## config.mk

```make
export PLATFORM = sky130hd
export DESIGN_NAME = calendar_clock_event_scheduler_core
export DESIGN_NICKNAME = d
export VERILOG_FILES = /design/src/sv/ccs_pkg.sv /design/src/sv/ccs_cfg_regs.sv /design/src/sv/ccs_calendar.sv /design/src/sv/ccs_sched.sv /design/src/sv/calendar_clock_event_scheduler_core.sv
export SDC_FILE = /design/constraint.sdc
export NUM_CORES = 1
export LEC_CHECK = 0
export ABC_AREA = 1
export BUFFER_PORTS_ARGS = -buffer_cell sky130_fd_sc_hd__buf_2
export CAP_MARGIN = 20
export CORE_ASPECT_RATIO = 1.25
export CORE_MARGIN = 2
export CORE_UTILIZATION = 55
export CTS_CLUSTER_SIZE = 10
export DETAILED_ROUTE_END_ITERATION = 6
export GPL_ROUTABILITY_DRIVEN = 0
export MAX_ROUTING_LAYER = met4
export PLACE_DENSITY = 0.75
export RECOVER_POWER = 100
export SKIP_CTS_REPAIR_TIMING = 1
export SLEW_MARGIN = 20
export SYNTH_ARGS = -nofsm -noshare
export SYNTH_HDL_FRONTEND = slang
export SYNTH_SLANG_ARGS = --single-unit
```

## constraint.sdc

```tcl
create_clock -name aclk -period 7 [get_ports aclk]
set_input_delay 2.1 -clock aclk [delete_from_list [all_inputs] [get_ports aclk]]
set_output_delay 2.1 -clock aclk [all_outputs]
set_load 0.01 [all_outputs]
```

## src/sv/ccs_pkg.sv

```systemverilog
// Shared types, constants and helper functions of the calendar clock event scheduler.
package ccs_pkg;

    // Register indexes of the configuration port.
    localparam logic [1:0] CfgTelemetrySecond = 2'd0;
    localparam logic [1:0] CfgAsyncLead       = 2'd1;
    localparam logic [1:0] CfgBeaconEnable    = 2'd2;

    // Reset values of the configuration registers.
    localparam logic [5:0] TelemetrySecondReset = 6'd30;
    localparam logic [5:0] AsyncLeadReset       = 6'd5;
    localparam logic       BeaconEnableReset    = 1'b1;

    // Bit positions inside the event flag word.
    localparam int FlagCollect  = 0;
    localparam int FlagAsync    = 1;
    localparam int FlagTelem    = 2;
    localparam int FlagPip      = 3;
    localparam int FlagBeacon   = 4;
    localparam int FlagGeofence = 5;
    localparam int FlagKick     = 6;
    localparam int FlagBacklog  = 7;
    localparam int FlagGpsReq   = 8;
    localparam int FlagCount    = 9;

    // Calendar limits.
    localparam logic [6:0] SecondsPerMinute = 7'd60;
    localparam logic [6:0] MinutesPerHour   = 7'd60;
    localparam logic [5:0] HoursPerDay      = 6'd24;
    localparam logic [4:0] MonthsPerYear    = 5'd12;

    // Divisibility by 25 of a 16-bit value: multiply by the inverse of 25
    // modulo 2^16, the value divides exactly when the product stays small.
    localparam logic [15:0] Inv25Mod16 = 16'd23593;
    localparam logic [15:0] Div25Limit = 16'd2621;

    // Stream payload widths.
    localparam int InDataWidth  = 48;
    localparam int OutDataWidth = 88;

    // Time of day and date as held by the clock.
    typedef struct packed {
        logic [15:0] year;
        logic [3:0]  month;
        logic [4:0]  day;
        logic [4:0]  hour;
        logic [5:0]  minute;
        logic [5:0]  second;
    } time_t;

    // Configuration seen by the scheduler.
    typedef struct packed {
        logic [5:0] telemetry_second;
        logic [5:0] async_second;
        logic       beacon_enable;
    } cfg_t;

    // Gregorian leap-year test on a 16-bit year.
    function automatic logic is_leap(input logic [15:0] y);
        logic [31:0] prod;
        logic        div25;
        prod  = 32'(y) * 32'(Inv25Mod16);
        div25 = (prod[15:0] <= Div25Limit);
        return (y[1:0] == 2'd0) && (!div25 || (y[3:0] == 4'd0));
    endfunction

    // Days in a month; any month code outside February and the short
    // months counts as 31 days.
    function automatic logic [5:0] month_length(input logic [3:0] mon,
                                                input logic [15:0] y);
        logic [5:0] len;
        case (mon)
            4'd2:                      len = is_leap(y) ? 6'd29 : 6'd28;
            4'd4, 4'd6, 4'd9, 4'd11:   len = 6'd30;
            default:                   len = 6'd31;
        endcase
        return len;
    endfunction

    // True when a 6-bit minute is a multiple of five.
    function automatic logic is_mult5(input logic [5:0] m);
        logic hit;
        hit = 1'b0;
        for (int k = 0; k <= 12; k++) begin
            hit = hit | (m == 6'(5 * k));
        end
        return hit;
    endfunction

endpackage

```

## src/sv/ccs_cfg_regs.sv

```systemverilog
// Configuration registers and the derived async collection second.
module ccs_cfg_regs (
    input  logic            aclk,
    input  logic            aresetn,
    input  logic            cfg_wr_en,
    input  logic [1:0]      cfg_index,
    input  logic [5:0]      cfg_wdata,
    output ccs_pkg::cfg_t   cfg
);
    import ccs_pkg::*;

    logic [5:0] telem_sec_reg;
    logic [5:0] lead_reg;
    logic       beacon_en_reg;
    logic [7:0] async_raw;

    // Register writes; an index with no register is ignored.
    always_ff @(posedge aclk) begin
        if (!aresetn) begin
            telem_sec_reg <= TelemetrySecondReset;
            lead_reg      <= AsyncLeadReset;
            beacon_en_reg <= BeaconEnableReset;
        end else if (cfg_wr_en) begin
            case (cfg_index)
                CfgTelemetrySecond: telem_sec_reg <= cfg_wdata;
                CfgAsyncLead:       lead_reg      <= cfg_wdata;
                CfgBeaconEnable:    beacon_en_reg <= cfg_wdata[0];
                default:            ;
            endcase
        end
    end

    // Async second is (telemetry second + 120 - lead) modulo 60; the raw
    // value lies between 57 and 183, so at most three subtractions of 60.
    assign async_raw = 8'(telem_sec_reg) + 8'd120 - 8'(lead_reg);

    always_comb begin
        cfg.telemetry_second = telem_sec_reg;
        cfg.beacon_enable    = beacon_en_reg;
        if (async_raw >= 8'd180) begin
            cfg.async_second = 6'(async_raw - 8'd180);
        end else if (async_raw >= 8'd120) begin
            cfg.async_second = 6'(async_raw - 8'd120);
        end else if (async_raw >= 8'd60) begin
            cfg.async_second = 6'(async_raw - 8'd60);
        end else begin
            cfg.async_second = 6'(async_raw);
        end
    end

endmodule

```

## src/sv/ccs_calendar.sv

```systemverilog
// Held time, epoch counter and UTC flag, with the one-second carry chain.
module ccs_calendar (
    input  logic             aclk,
    input  logic             aresetn,
    input  logic             step,
    input  logic             load,
    input  ccs_pkg::time_t   set_time,
    input  logic             set_utc_valid,
    output ccs_pkg::time_t   time_next,
    output logic [31:0]      epoch_next,
    output logic             utc_valid_next
);
    import ccs_pkg::*;

    time_t       time_reg;
    logic [31:0] epoch_reg;
    logic        utc_valid_reg;

    logic [6:0]  sec_inc;
    logic [6:0]  min_inc;
    logic [5:0]  hour_inc;
    logic [5:0]  day_inc;
    logic [4:0]  mon_inc;
    logic [5:0]  mon_len;

    assign sec_inc  = 7'(time_reg.second) + 7'd1;
    assign min_inc  = 7'(time_reg.minute) + 7'd1;
    assign hour_inc = 6'(time_reg.hour) + 6'd1;
    assign day_inc  = 6'(time_reg.day) + 6'd1;
    assign mon_inc  = 5'(time_reg.month) + 5'd1;
    assign mon_len  = month_length(time_reg.month, time_reg.year);

    // Next time: a load copies the fields, a tick carries up the chain.
    always_comb begin
        time_next      = time_reg;
        epoch_next     = epoch_reg;
        utc_valid_next = utc_valid_reg;
        if (load) begin
            time_next      = set_time;
            utc_valid_next = set_utc_valid;
        end else begin
            epoch_next = epoch_reg + 32'd1;
            if (sec_inc < SecondsPerMinute) begin
                time_next.second = sec_inc[5:0];
            end else begin
                time_next.second = 6'd0;
                if (min_inc < MinutesPerHour) begin
                    time_next.minute = min_inc[5:0];
                end else begin
                    time_next.minute = 6'd0;
                    if (hour_inc < HoursPerDay) begin
                        time_next.hour = hour_inc[4:0];
                    end else begin
                        time_next.hour = 5'd0;
                        if (day_inc <= mon_len) begin
                            time_next.day = day_inc[4:0];
                        end else begin
                            time_next.day = 5'd1;
                            if (mon_inc <= MonthsPerYear) begin
                                time_next.month = mon_inc[3:0];
                            end else begin
                                time_next.month = 4'd1;
                                time_next.year  = time_reg.year + 16'd1;
                            end
                        end
                    end
                end
            end
        end
    end

    // State update once per processed item.
    always_ff @(posedge aclk) begin
        if (!aresetn) begin
            time_reg      <= '0;
            epoch_reg     <= '0;
            utc_valid_reg <= 1'b0;
        end else if (step) begin
            time_reg      <= time_next;
            epoch_reg     <= epoch_next;
            utc_valid_reg <= utc_valid_next;
        end
    end

endmodule

```

## src/sv/ccs_sched.sv

```systemverilog
// Schedule strobe decoder and the telemetry wake-up flag.
module ccs_sched (
    input  logic                aclk,
    input  logic                aresetn,
    input  logic                step,
    input  logic                load,
    input  ccs_pkg::time_t      time_now,
    input  logic                utc_valid,
    input  ccs_pkg::cfg_t       cfg,
    input  logic                gps_locked,
    input  logic                tx_allowed,
    output logic [8:0]          flags
);
    import ccs_pkg::*;

    logic woken_reg;
    logic at_telem;
    logic sec_zero;
    logic top_of_hour;

    assign at_telem    = (time_now.second == cfg.telemetry_second);
    assign sec_zero    = (time_now.second == 6'd0);
    assign top_of_hour = sec_zero && (time_now.minute == 6'd0);

    // Strobes from the new time; a load raises none, and the telemetry
    // group stays quiet on the first tick after reset.
    always_comb begin
        flags = '0;
        if (!load) begin
            flags[FlagCollect] = at_telem;
            flags[FlagAsync]   = !at_telem && (time_now.second == cfg.async_second);
            if (woken_reg) begin
                flags[FlagTelem]    = tx_allowed && at_telem;
                flags[FlagPip]      = tx_allowed && !at_telem;
                flags[FlagBeacon]   = cfg.beacon_enable && !time_now.minute[0] && at_telem;
                flags[FlagGeofence] = is_mult5(time_now.minute) && sec_zero && gps_locked;
            end
            flags[FlagKick]    = top_of_hour;
            flags[FlagBacklog] = top_of_hour && gps_locked;
            flags[FlagGpsReq]  = (top_of_hour && (time_now.hour == 5'd0))
                                 || (sec_zero && !utc_valid);
        end
    end

    // The first processed tick wakes telemetry.
    always_ff @(posedge aclk) begin
        if (!aresetn) begin
            woken_reg <= 1'b0;
        end else if (step && !load) begin
            woken_reg <= 1'b1;
        end
    end

endmodule

```

## src/sv/calendar_clock_event_scheduler_core.sv

```systemverilog
// Top level of the calendar clock event scheduler.
//
// Input items arrive on the s_ stream: s_tuser is the kind (0 one-second
// tick, 1 load of a GPS time) and s_tdata carries the time to load and the
// GPS lock and transmit-allowed flags. Each input item produces exactly one
// result item on the m_ stream with the time now held, the epoch count, the
// UTC flag and the schedule strobes (all zero for a load).
// Configuration registers (telemetry second, async lead, beacon enable) are
// written through cfg_wr_en, cfg_index and cfg_wdata while no item is in
// flight; indexes with no register are ignored.
// An accepted item waits in the input register while the calendar carry
// chain and strobe decoder work on it; when the output register is free,
// its result enters the output register and m_tvalid rises. One item per
// cycle is sustained while the receiver is ready.
// When the receiver stalls, the output register holds its item and the
// input register can still take one more item; s_tready falls only when
// both are full. A synchronous low aresetn clears the time, epoch count,
// UTC flag and wake-up flag to zero, empties both registers and restores
// the configuration defaults (30, 5, enabled).
module calendar_clock_event_scheduler_core (
    input  logic         aclk,
    input  logic         aresetn,
    // Input stream.
    input  logic         s_tvalid,
    output logic         s_tready,
    // tdata from bit 0: set_year[16], set_month[4], set_day[5], set_hour[5],
    // set_minute[6], set_second[6], set_utc_valid, gps_locked, tx_allowed, pad[3]
    input  logic [47:0]  s_tdata,
    // tuser: kind
    input  logic         s_tuser,
    // Result stream.
    output logic         m_tvalid,
    input  logic         m_tready,
    // tdata from bit 0: year_now[16], month_now[4], day_now[5], hour_now[5],
    // minute_now[6], second_now[6], epoch_count[32], utc_valid_now,
    // event_flags[9], pad[4]
    output logic [87:0]  m_tdata,
    // Configuration write port.
    input  logic         cfg_wr_en,
    input  logic [1:0]   cfg_index,
    input  logic [5:0]   cfg_wdata
);
    import ccs_pkg::*;

    logic                     in_valid_reg;
    logic                     in_valid_next;
    logic [InDataWidth-1:0]   in_data_reg;
    logic                     in_kind_reg;
    logic                     m_valid_reg;
    logic                     m_valid_next;
    logic [OutDataWidth-1:0]  m_data_reg;
    logic [OutDataWidth-1:0]  m_data_next;

    logic        out_free;
    logic        step;
    logic        s_accept;
    cfg_t        cfg;
    time_t       set_time;
    time_t       time_next;
    logic [31:0] epoch_next;
    logic        utc_valid_next;
    logic [8:0]  flags;

    // Handshake: the work stage moves when the output register is free.
    assign out_free = !m_valid_reg || m_tready;
    assign step     = in_valid_reg && out_free;
    assign s_tready = !in_valid_reg || out_free;
    assign s_accept = s_tvalid && s_tready;

    // Unpack the held input item.
    assign set_time.year   = in_data_reg[15:0];
    assign set_time.month  = in_data_reg[19:16];
    assign set_time.day    = in_data_reg[24:20];
    assign set_time.hour   = in_data_reg[29:25];
    assign set_time.minute = in_data_reg[35:30];
    assign set_time.second = in_data_reg[41:36];

    ccs_cfg_regs u_cfg (
        .aclk      (aclk),
        .aresetn   (aresetn),
        .cfg_wr_en (cfg_wr_en),
        .cfg_index (cfg_index),
        .cfg_wdata (cfg_wdata),
        .cfg       (cfg)
    );

    ccs_calendar u_calendar (
        .aclk           (aclk),
        .aresetn        (aresetn),
        .step           (step),
        .load           (in_kind_reg),
        .set_time       (set_time),
        .set_utc_valid  (in_data_reg[42]),
        .time_next      (time_next),
        .epoch_next     (epoch_next),
        .utc_valid_next (utc_valid_next)
    );

    ccs_sched u_sched (
        .aclk       (aclk),
        .aresetn    (aresetn),
        .step       (step),
        .load       (in_kind_reg),
        .time_now   (time_next),
        .utc_valid  (utc_valid_next),
        .cfg        (cfg),
        .gps_locked (in_data_reg[43]),
        .tx_allowed (in_data_reg[44]),
        .flags      (flags)
    );

    // Pack the result item.
    assign m_data_next = {4'd0, flags, utc_valid_next, epoch_next,
                          time_next.second, time_next.minute, time_next.hour,
                          time_next.day, time_next.month, time_next.year};

    // Valid flags of the input and output registers.
    always_comb begin
        in_valid_next = in_valid_reg;
        if (s_accept) begin
            in_valid_next = 1'b1;
        end else if (step) begin
            in_valid_next = 1'b0;
        end
        m_valid_next = m_valid_reg;
        if (step) begin
            m_valid_next = 1'b1;
        end else if (m_tready) begin
            m_valid_next = 1'b0;
        end
    end

    always_ff @(posedge aclk) begin
        if (!aresetn) begin
            in_valid_reg <= 1'b0;
            m_valid_reg  <= 1'b0;
        end else begin
            in_valid_reg <= in_valid_next;
            m_valid_reg  <= m_valid_next;
        end
    end

    // Payload registers.
    always_ff @(posedge aclk) begin
        if (s_accept) begin
            in_data_reg <= s_tdata;
            in_kind_reg <= s_tuser;
        end
        if (step) begin
            m_data_reg <= m_data_next;
        end
    end

    assign m_tvalid = m_valid_reg;
    assign m_tdata  = m_data_reg;

endmodule

```

==> results.md <==
* Status: complete, but fails checks
* Failing checks: capacitance limit, slew limit
* Seq cells post-synth at 221
* Relative slew margins at -1.35
* Max Cap Viol at 5
* Placed inst area at 13600 µm²
* Via count at 10165
* Area share of the largest cell type after synthesis at 0.310
* # IOs at 152
* Yosys warning count at 0
* Post-synth EDFFs at 130
* Critical path peak fanout at 7
* # H-tree levels at 1
* Worst Min Path Start: u_sched.woken_reg
* Most used routing layer: met2
* Slew Viols, Final at 272
* Diodes inserted at 0
* Initial antenna violation count at 0
* Final setup viols at 0
* CP startpoint kind: flop
* Largest register FFs at 84
* Drt wl/cell at 15.5 µm
* CP bufs+invs at 5
* CTS root buf: clkbuf_16
* Sequential element share of the synthesized area at 0.454
* Placed insts at 1846
* Hold Slack at 0.477 ns
* Largest net degree at the start of global routing at 116
* DRC violation count after routing at 0
* Yosys cell types at 46
* Worst hold endpoint: u_sched.woken_reg
* # port buffers at 144
* Setup crit end kind: flop
* Ys async rst share at 0
* Vias in the first global route at 9845
* Total CTS buffers at 26
* # clock sinks at 221
* First-pass GRT wire length at 47500 µm
* Final cell count without fillers at 1895
* Leakage at 0.00648 µW
* Area grow syn2layout at 12.7%
* Most common cell in the synthesized netlist: inv_1
* Register-to-Register Setup Slack at 0.61 ns
* Final instance area at 14200 µm²
* M1 GR Usage at 0.297
* Post-synth top flop: edfxtp_1
* Clk_skew at 0.0263 ns
* Area leader, netlist: edfxtp_1
* Hold path cells at 2
* Worst skew pair latency at 0.53 ns
* Post-DP HPWL at 20500 µm
* Peak VDD IR at 0.194 mV
* Reg2reg start: u_calendar.time_reg[28]
* Fmax at 157 MHz
* Core area at 22400 µm²
* Largest delay share family, worst path: adder cells
* CP required at 7.40 ns
* HP Class: reg -> reg
* Met3 usage at 0.0323
* Dominant cells by area after synthesis: edfxtp_1, dfxtp_1, ha_1
* CTS tree: done
* Initial DRC count at 610
* Routed Wire Length at 29300 µm
* Final worst setup slack at 0.611 ns
* Avg Synthesized Cell Area at 8.68 µm²
* Cell count after synthesis at 1452
* DRT Pass-1 Iters at 6
* ANT nets after route at 0
* Share of cells above drive strength 1 at 0.0738
* R2R depth at 29
* Clock buffer depth at 3
* Fin crit share at 0.913
* Die X at 139 µm
* Final hold vios at 0
* Final TNS setup at 0 ns
* Worst reg2reg path endpoint: u_calendar.time_reg[36]
* Place WS at 0.787 ns
* Grt ovf at 0
* Arr. time, crit path at 6.79 ns
* RSZ-0062 raised after global routing: no
* DR vias/cell at 5.36
* Slew at the pin closest to its max-slew limit at 3.50 ns
* Row Count at 61
* Clock input transition at the sequential cells of the worst setup and hold paths at 0.06 ns
* GRT met2 Usage at 0.424
* Initial core utilization at 0.564
* Cell Pwr Density at 242 nW/µm²
* Slowest stage delay, CP at 0.56 ns
* Slowest CP cell: fa_1
* Most frequent cells after synthesis: inv_1, nand2_1, edfxtp_1
* Die Span Y at 173 µm
* Final nets at 1765
* WS Path Type: reg -> reg
* Post-Syn Area at 12600 µm²
* Die area at 24100 µm²
* Overall Global Routing Usage at 0.246
* Final worst path period need at 6.39 ns
## metrics by stage
stage	total power, µW	util
after detailed placement	2210	0.607
after global placement	2190	0.606
final	3440	0.635
after global routing	3620	0.635
after CTS	3460	0.642
after floorplan	2030	-
## area by class of cell
class | instances | area [µm²]
Tap cell | 283 | 354
Clock buffer | 47 | 769
Inverter | 248 | 933
Sequential cell | 221 | 5730
Timing Repair Buffer | 151 | 667
Clock inverter | 1 | 16.3
Fill cell | 1931 | 8160
Multi-Input combinational cell | 944 | 5730
## per-layer routing
layer,part of all wire,up-vias
li1,-,5042
met1,0.41,4723
met2,0.50,334
met3,0.052,66
met4,0.033,0
met5,0,-
## worst max-delay path by stage
stage | depth (start not counted) | from | slack, ns | end
after detailed placement | 31 | u_calendar.time_reg[28] | 0.79 | u_calendar.time_reg[37]
after CTS | 31 | u_calendar.time_reg[28] | 0.71 | u_calendar.time_reg[37]
after floorplan | 6 | m_tready | 1.34 | m_tdata[0]
final | 29 | u_calendar.time_reg[28] | 0.61 | u_calendar.time_reg[36]
after global routing | 10 | m_tready | 0.1 | u_calendar.time_reg[12]
after global placement | 31 | u_calendar.time_reg[28] | 0.90 | u_calendar.time_reg[37]
## cell usage in the layout (no fill, tap or decap), types with 11 or more instances in the layout
cell type,n
inv_1,242
nand2_1,236
edfxtp_1,130
nor2_1,121
o21ai_0,112
clkbuf_1,112
a21oi_1,99
ha_1,92
dfxtp_1,91
nand3_1,89
buf_2,52
xor2_1,41
clkbuf_16,26
xnor2_1,20
fa_1,19
nor3_1,18
nand4_1,17
nand3b_1,11
## power breakdown
group | total [µW] | internal (µW) | switching (µW)
Clock | 1250 | 736 | 510
Sequential | 1520 | 1470 | 54.4
Combinational | 672 | 254 | 418
## tightest hold or removal path, stage by stage, from the launching register on
cell and delay [ns]:
dfxtp_1 0.30, inv_1 0.07, a21oi_1 0.07
## cells by family after synthesis
| group | share of synthesized area |
|---|---|
| AO/OA/AOI/OAI | 0.0997 |
| XOR/XNOR | 0.0424 |
| adder cells (fa/ha/maj) | 0.122 |
| buffers and inverters | 0.0884 |
| flip-flops | 0.454 |
| multiplexers | 0.000794 |
| other | 0.000298 |
| AND/OR/NAND/NOR | 0.193 |
Note: power is estimated with default switching activity, not from simulation.
